==> src/rtl/blpf_pkg.sv <==
// Shared types and constants of the paged framebuffer line engine.
// No dependencies; imported by the controller, the datapath and the top level.
package blpf_pkg;

   localparam int DEF_MAX_WIDTH  = 128;
   localparam int DEF_MAX_HEIGHT = 64;

   localparam logic [1:0] OP_DRAW  = 2'd0;
   localparam logic [1:0] OP_CLEAR = 2'd1;
   localparam logic [1:0] OP_READ  = 2'd2;
   localparam logic [1:0] OP_NOP   = 2'd3;

   localparam logic CSR_SCREEN_WIDTH  = 1'b0;
   localparam logic CSR_SCREEN_HEIGHT = 1'b1;

   localparam logic [7:0] SCREEN_WIDTH_RESET  = 8'd128;
   localparam logic [6:0] SCREEN_HEIGHT_RESET = 7'd64;

   typedef struct packed {
      logic load;
      logic cnt_clear;
      logic cnt_inc;
      logic wipe_write;
      logic fill_write;
      logic pix_read;
      logic pix_write;
      logic finish;
      logic clip;
      logic read_result;
   } blpf_cmd_type;

   typedef struct packed {
      logic on_screen;
      logic at_end;
      logic wipe_last;
      logic fill_done;
   } blpf_status_type;

endpackage

==> src/rtl/blpf_ctrl.sv <==
// Sequencer of the line engine: power-up wipe, draw, clear and read sequences.
// Depends on blpf_pkg; drives blpf_datapath through command and status structs.
module blpf_ctrl (
   input  logic                      clock,
   input  logic                      reset,
   input  logic                      start,
   input  logic [1:0]                req_op,
   input  blpf_pkg::blpf_status_type status,
   output blpf_pkg::blpf_cmd_type    cmd,
   output logic                      busy,
   output logic                      rsp_valid
);
   import blpf_pkg::*;

   localparam logic [2:0] ST_WIPE       = 3'd0;
   localparam logic [2:0] ST_IDLE       = 3'd1;
   localparam logic [2:0] ST_LINE_CHECK = 3'd2;
   localparam logic [2:0] ST_LINE_WRITE = 3'd3;
   localparam logic [2:0] ST_FILL       = 3'd4;
   localparam logic [2:0] ST_READ       = 3'd5;
   localparam logic [2:0] ST_READ_WAIT  = 3'd6;

   logic [2:0] state_ff;
   logic [2:0] state_in;
   logic       rsp_valid_ff;

   always_comb begin
      cmd      = '0;
      state_in = state_ff;
      unique case (state_ff)
         ST_WIPE: begin
            cmd.wipe_write = 1'b1;
            if (status.wipe_last) begin
               cmd.cnt_clear = 1'b1;
               state_in      = ST_IDLE;
            end else begin
               cmd.cnt_inc = 1'b1;
            end
         end
         ST_IDLE: begin
            if (start) begin
               cmd.load      = 1'b1;
               cmd.cnt_clear = 1'b1;
               unique case (req_op)
                  OP_DRAW:  state_in = ST_LINE_CHECK;
                  OP_CLEAR: state_in = ST_FILL;
                  OP_READ:  state_in = ST_READ;
                  OP_NOP:   cmd.finish = 1'b1;
                  default:  cmd.finish = 1'b1;
               endcase
            end
         end
         ST_LINE_CHECK: begin
            if (status.on_screen) begin
               cmd.pix_read = 1'b1;
               state_in     = ST_LINE_WRITE;
            end else begin
               cmd.finish = 1'b1;
               cmd.clip   = 1'b1;
               state_in   = ST_IDLE;
            end
         end
         ST_LINE_WRITE: begin
            cmd.pix_write = 1'b1;
            if (status.at_end) begin
               cmd.finish = 1'b1;
               state_in   = ST_IDLE;
            end else begin
               state_in = ST_LINE_CHECK;
            end
         end
         ST_FILL: begin
            if (status.fill_done) begin
               cmd.finish = 1'b1;
               state_in   = ST_IDLE;
            end else begin
               cmd.fill_write = 1'b1;
               cmd.cnt_inc    = 1'b1;
            end
         end
         ST_READ: begin
            state_in = ST_READ_WAIT;
         end
         ST_READ_WAIT: begin
            cmd.finish      = 1'b1;
            cmd.read_result = 1'b1;
            state_in        = ST_IDLE;
         end
         default: begin
            state_in = ST_IDLE;
         end
      endcase
   end

   always_ff @(posedge clock) begin
      if (reset) begin
         state_ff     <= ST_WIPE;
         rsp_valid_ff <= 1'b0;
      end else begin
         state_ff     <= state_in;
         rsp_valid_ff <= cmd.finish;
      end
   end

   assign busy      = (state_ff != ST_IDLE);
   assign rsp_valid = rsp_valid_ff;

endmodule

==> config.mk <==
export PLATFORM = sky130hd
export DESIGN_NAME = blpf_ctrl
export DESIGN_NICKNAME = d
export VERILOG_FILES = /design/src/rtl/blpf_pkg.sv /design/src/rtl/blpf_ctrl.sv
export SDC_FILE = /design/constraint.sdc
export NUM_CORES = 1
export LEC_CHECK = 0
export BUFFER_PORTS_ARGS = -buffer_cell sky130_fd_sc_hd__buf_2
export CAP_MARGIN = 10
export CORE_AREA = 2 2 39 41
export CTS_CLUSTER_DIAMETER = 50
export DETAILED_ROUTE_END_ITERATION = 6
export DIE_AREA = 0 0 41 43
export MAX_ROUTING_LAYER = met4
export SYNTH_ARGS = -nofsm -noshare
export SYNTH_HDL_FRONTEND = slang
export SYNTH_SLANG_ARGS = --single-unit
==> constraint.sdc <==
create_clock -name clock -period 2.4 [get_ports clock]
set_input_delay 0 -clock clock [delete_from_list [all_inputs] [get_ports clock]]
set_output_delay 0 -clock clock [all_outputs]
set_load 0.05 [all_outputs]
==> results of run 1 <==
[power breakdown]
group          total [mW]  leakage [nW]  internal [mW]  switching [mW]
logic              0.0937         0.238         0.0314          0.0622
clock network      0.0843        0.0138         0.0560          0.0284
registers          0.0796        0.0326         0.0697         0.00996
total               0.258         0.284          0.157           0.101
[layer usage]
metal | part of all wire, % | GRT usage [%] | wire (um)
met5 | 0 | - | 0
met4 | 2.2 | 10.0 | 23
met3 | 5.8 | 1.57 | 60
met2 | 47 | 19.1 | 489
met1 | 44 | 14.5 | 459
[placed cells by master (no fill, tap or decap), types with 2 or more instances in the layout]
| master | count |
|---|---|
| nor2b_1 | 4 |
| buf_2 | 20 |
| inv_1 | 6 |
| ha_1 | 5 |
| o21ai_0 | 2 |
| nor4b_1 | 2 |
| nor3_1 | 2 |
| nor2_1 | 2 |
| clkbuf_4 | 3 |
| nand2_1 | 4 |
| nand2b_1 | 3 |
| dfxtp_1 | 4 |
| a21o_1 | 2 |
[logic make-up after synthesis]
| family | Yosys count | share of synthesized area [%] |
|---|---|---|
| flops | 4 | 17.9 |
| mux | 1 | 2.24 |
| simple gates | 25 | 33.6 |
| buf+inv | 9 | 10.4 |
| compound gates | 13 | 21.9 |
| fa+ha+maj | 5 | 14.0 |
[tightest hold or removal path, cell delays in order]
cell and delay (ns):
buf_2 0.11, a211o_1 0.12, a221oi_1 0.06
[sequential cells by signal (all words and copies together) (netlist names)]
register   flops
rsp_valid      1
state_ff       3
[area by class of cell]
cell class                      instances  area (um^2)  area share, %
Clock buffer                            3         22.5           3.88
Inverter                                6         22.5           3.88
Multi-Input combinational cell         44          325           56.0
Sequential cell                         4         80.1           13.8
Tap cell                               16         20.0           3.45
Timing Repair Buffer                   21          110           19.0
[path summary, 6_finish.rpt]
check | end | from | slack [ns] | cells past startpoint
setup / recovery | cmd[7] | state_ff[2] | 0.71 | 3
hold / removal | state_ff[1] | status[2] | 0.11 | 3
setup reg to reg | state_ff[0] | state_ff[0] | 0.90 | 3
hold reg to reg | state_ff[2] | state_ff[0] | 0.70 | 2
[through the flow]
stage | std cells | utilization (%) | instance area (um^2)
2_1_floorplan | 57 | - | 452
3_3_place_gp | 90 | 39.6 | 548
3_5_place_dp | 90 | 39.6 | 548
4_1_cts | 94 | 42.0 | 581
5_1_grt | 94 | 42.0 | 581
6_report | 94 | 42.0 | 581
==> summary.md, run 1 <==
| Metric | Value |
|---|---|
| NumNets Final | `94` |
| Gpl congestion | `0.725` |
| Period Utilization, post-route | `70.6%` |
| Leak | `0.284 nW` |
| Vias per inst | `5.18` |
| TritonCTS Buffers | `3` |
| Wire per inst | `11.0 um` |
| Critical-path cell list | `nor2b_1, a2111oi_2, buf_2` |
| Die W | `41 um` |
| CP delay by family, top | `flip-flops` |
| Crit-path max FO | `17` |
| WL final | `1.03 mm` |
| RSZ-0062 raised after global routing | `no` |
| DP Worst Slack | `roughly 0.9 ns` |
| Worst hold slack | `0.108 ns` |
| Most common cell in the synthesized netlist | `inv_1` |
| Required @ worst endpoint | `2.40 ns` |
| Initial antenna violation count | `0` |
| Drt drc | `0` |
| Die ar. | `1760 um^2` |
| Crit path kind | `reg -> out` |
| Max-cap violations | `0` |
| Post-Syn Instances | `57` |
| Async SR Flop Fraction | `0%` |
| TritonCTS clock tree | `yes` |
| Ports | `21` |
| Post-synth cell types | `32` |
| Antenna Violating Nets Remaining | `0` |
| Most used flip-flop cell after synthesis | `dfxtp_1` |
| CORE AREA | `1380 um^2` |
| Min-Delay Path Class | `in -> reg` |
| Layout cell share with drive strength beyond 1 | `32.1%` |
| Syn Area/Cell | `7.84 um^2` |
| Largest net degree at the start of global routing | `18` |
| Max VDD drop | `0.117 mV` |
| CP Capture Type | `output port` |
| Pwr per Cell Area | `444 nW/um^2` |
| WP buf/inv | `1` |
| Grt ovf | `0` |
| First-pass GRT wire length | `1.48 mm` |
| # clock sinks | `4` |
| Final Worst Setup Slack | `0.706 ns` |
| Design Power | `0.258 mW` |
| Post_cts resized | `0` |
| Num rows | `14` |
| Clk slew on worst S/H paths | `0.04 ns` |
| Synth Cell Area | `447 um^2` |
| Via Count | `487` |
| Hold-fix buffers, CTS | `1` |
| Slew Limit Fails | `0` |
| Post-synthesis sequential area ratio | `17.9%` |
| Clk root buf | `clkbuf_4` |
| Worst Tran Pin Value | `0.523 ns` |
| Area grow syn2layout | `30.0%` |
| Port Buf Inserts | `20` |
| Fin crit period | `1.69 ns` |
| Slowest cell on crit path | `dfxtp_1` |
| EDFF count, synth | `0` |
| H-tree levels | `1` |
| Skew final | `0.00694 ns` |
| Total negative slack | `0 ns` |
| Worst Setup Start Kind | `register` |
| Post-CTS Setup Inserts | `0` |
| Yosys warns | `0` |
| DR iter-0 viols | `12` |
| Worst Path Arrival | `1.69 ns` |
| Max Clock Freq | `590 MHz` |
| Syn_nets | `between 70 and 80` |
| Slew headroom | `between 60 and 70%` |
| Skew-Pair Late Insertion Delay | `about 0.24 ns` |
| Final HPWL DP | `766 um` |
| Initial core utilization | `32.3%` |
| Fin. Hold Viols | `0` |
| Longest Clk Path Bufs | `2` |
| Filler cells | `157` |
| Final setup viols | `0` |
| Number of global-route vias before repair | `377` |
| Drt pass-1 iters | `4` |
| Diode count | `0` |
| Synth top area cells | `dfxtp_1, ha_1, nor2b_1` |
| Count of state elements after synthesis | `4` |
| Post-synth top area cell | `dfxtp_1` |
| CP max stage delay | `0.62 ns` |
| Status | `complete, no violations` |
| Top cells by count, synth | `inv_1, ha_1, dfxtp_1, nand2_1, nor2b_1` |
| Share of the synthesized area in the top cell type | `17.9%` |
| Die Ht | `43 um` |
| Total track usage | `12.8%` |
No activity file was read; power rests on OpenSTA's default activity.
==> inputs of run 2 (changes only) <==
==> constraint.sdc (replaced) <==
create_clock -name clock -period 1.6 [get_ports clock]
set_input_delay 0 -clock clock [delete_from_list [all_inputs] [get_ports clock]]
set_output_delay 0 -clock clock [all_outputs]
set_load 0.05 [all_outputs]
==> run 2 against run 1 <==
Against the previous run: die area is the same; sequential cell count is the same; clock-buffer cell count is the same; clock power grew 45%.
==> summary.md, run 2 (same netlist as run 1, synthesis figures left out) <==
| Metric | Value |
|---|---|
| Crit-path max FO | `9 (-8)` |
| Slew headroom | `77.5% (+12 points)` |
| Fin. Hold Viols | `0 (unchanged)` |
| Via Count | `474 (-2.7%)` |
| Largest net degree at the start of global routing | `18 (unchanged)` |
| Max Clock Freq | `656 MHz` |
| Drt drc | `0 (unchanged)` |
| Period Utilization, post-route | `95.2%` |
| CORE AREA | `1380 um^2 (unchanged)` |
| Grt ovf | `0 (unchanged)` |
| Largest register by flop count | `state_ff` |
| Die W | `41 um (unchanged)` |
| Port Buf Inserts | `20 (unchanged)` |
| CP max stage delay | `0.51 ns (-0.11 ns)` |
| Clock power share | `31.3% (-1.4 points)` |
| Worst Tran Pin Value | `0.336 ns (-0.187 ns)` |
| Die ar. | `1760 um^2 (unchanged)` |
| Final HPWL DP | `790 um (+3.2%)` |
| Drt pass-1 iters | `2 (-2)` |
| Most frequent cells in the layout | `buf_2, inv_1, ha_1` |
| Seq pwr share | `29.9% (-1.0 points)` |
| TritonCTS Buffers | `3 (unchanged)` |
| Status | `complete, no violations` |
| NumNets Final | `96 (+2.1%)` |
| Power share of the combinational group | `38.8% (+2.4 points)` |
| Int Power | `0.241 mW (+53%)` |
| H-tree levels | `1 (unchanged)` |
| Pwr per Cell Area | `649 nW/um^2 (+46%)` |
| Required @ worst endpoint | `1.60 ns (-0.80 ns)` |
| Net Sw Power | `0.149 mW (+48%)` |
| Skew-Pair Late Insertion Delay | `0.23 ns (about the same)` |
| Clk slew on worst S/H paths | `0.04 ns (about the same)` |
| Final setup viols | `0 (unchanged)` |
| Max-cap violations | `0 (unchanged)` |
| GRT Max-Usage Layer | `met2` |
| Min-Delay Path Class | `in -> reg` |
| Longest Clk Path Bufs | `2 (unchanged)` |
| Area grow syn2layout | `34.5%` |
| Worst Setup Start Kind | `register` |
| Ports | `21 (unchanged)` |
| Vias per inst | `4.94 (-4.7%)` |
| Number of global-route vias before repair | `407 (+8.0%)` |
| Worst hold slack | `0.116 ns (+0.00778 ns)` |
| TritonCTS clock tree | `yes` |
| Slew Limit Fails | `0 (unchanged)` |
| Critical-path cell list | `inv_1, nor4b_1, buf_2` |
| Wire per inst | `11.3 um (+3.1%)` |
| Most common cell after layout, fill and taps aside | `buf_2` |
| WP buf/inv | `2 (+1)` |
| Max reg flops | `3 (unchanged)` |
| DR iter-0 viols | `2 (-10)` |
| Filler cells | `154 (-1.9%)` |
| Antenna Violating Nets Remaining | `0 (unchanged)` |
| Total track usage | `13.4% (+0.68 points)` |
| Skew final | `0.00214 ns (-0.00480 ns)` |
| Crit path kind | `reg -> out` |
| Design Area, Final | `601 um^2 (+3.4%)` |
| Num rows | `14 (unchanged)` |
| CP Capture Type | `output port` |
| Clk root buf | `clkbuf_4` |
| Sw frac | `38.1% (-0.89 points)` |
| First-pass GRT wire length | `1.63 mm (+9.8%)` |
| Met1 GRT Util | `17.8% (+3.4 points)` |
| CP delay by family, top | `buffers and inverters` |
| Fin crit period | `1.52 ns` |
| Max VDD drop | `0.194 mV (+67%)` |
| Placed Area | `563 um^2 (+2.7%)` |
| Met2 Usage GRT | `19.1% (unchanged)` |
| Grt met3 use | `0% (-1.6 points)` |
| Initial core utilization | `32.3% (unchanged)` |
| Slowest cell on crit path | `dfxtp_1` |
| Util after Layout | `43.4% (+1.4 points)` |
| Leak | `0.296 nW (+4.2%)` |
| WL final | `1.09 mm (+5.3%)` |
| Die Ht | `43 um (unchanged)` |
| Gpl congestion | `0.737 (+1.7%)` |
| Worst Path Arrival | `1.52 ns (-0.17 ns)` |
| # clock sinks | `4 (unchanged)` |
| Diode count | `0 (unchanged)` |
| Layout cell share with drive strength beyond 1 | `36.3% (+4.2 points)` |
| Initial antenna violation count | `0 (unchanged)` |
-- run 2: cell type report --
class / instances / area, um^2 / area share (%)
flip-flops and latches: 4 / 82.6 / 13.7
inverters: 6 / 22.5 / 3.75
well taps: 16 / 20.0 / 3.33
multi-input cells: 44 / 325 / 54.2
repair buffers: 23 / 128 / 21.2
clock buffers: 3 / 22.5 / 3.75
-- run 2: worst min-delay path, cell delays in order --
cell,delay [ns]
buf_2,0.10
a211o_1,0.12
a221oi_1,0.06
-- run 2: power groups by stage --
stage / Sequential, mW / Combinational (mW) / Clock (mW)
after floorplan: 0.113 / 0.111 / 0
after detailed placement: 0.117 / 0.148 / 0
final: 0.117 / 0.151 / 0.122
after CTS: 0.115 / 0.150 / 0.132
after global placement: 0.116 / 0.147 / 0
after global routing: 0.117 / 0.164 / 0.140
-- run 2: worst paths after layout --
path	slack, ns	depth (start not counted)	end	startpoint
min reg2reg	0.54	2	state_ff[2]	state_ff[0]
min	0.12	3	state_ff[1]	status[2]
max	0.08	3	cmd[4]	state_ff[1]
max reg2reg	0.31	3	state_ff[0]	state_ff[2]
-- run 2: per-stage QoR --
| stage | cells | total power, mW | worst slack [ns] | TNS (ns) |
|---|---|---|---|---|
| final | 96 | 0.390 | 0.0764 | 0 |
| after global routing | 96 | 0.421 | -0.00487 | -0.00487 |
| after CTS | 96 | 0.397 | 0.0490 | 0 |
| after detailed placement | 92 | 0.265 | 0.158 | 0 |
| after global placement | 92 | 0.263 | 0.199 | 0 |
| after floorplan | 57 | 0.224 | -0.624 | -2.32 |
-- run 2: routing by layer --
metal,vias to the layer above,routed length [um]
met2,10,541
met4,0,0
li1,256,-
met5,-,0
met3,0,46
met1,208,499
-- run 2: repair_timing --
action / CTS / global route
endpoints found under the hold margin: 1 / 0
hold buffers: 1 / 0
setup buffers: 0 / 0
setup endpoints to repair: 1 / 2
resized for setup: 1 / 3
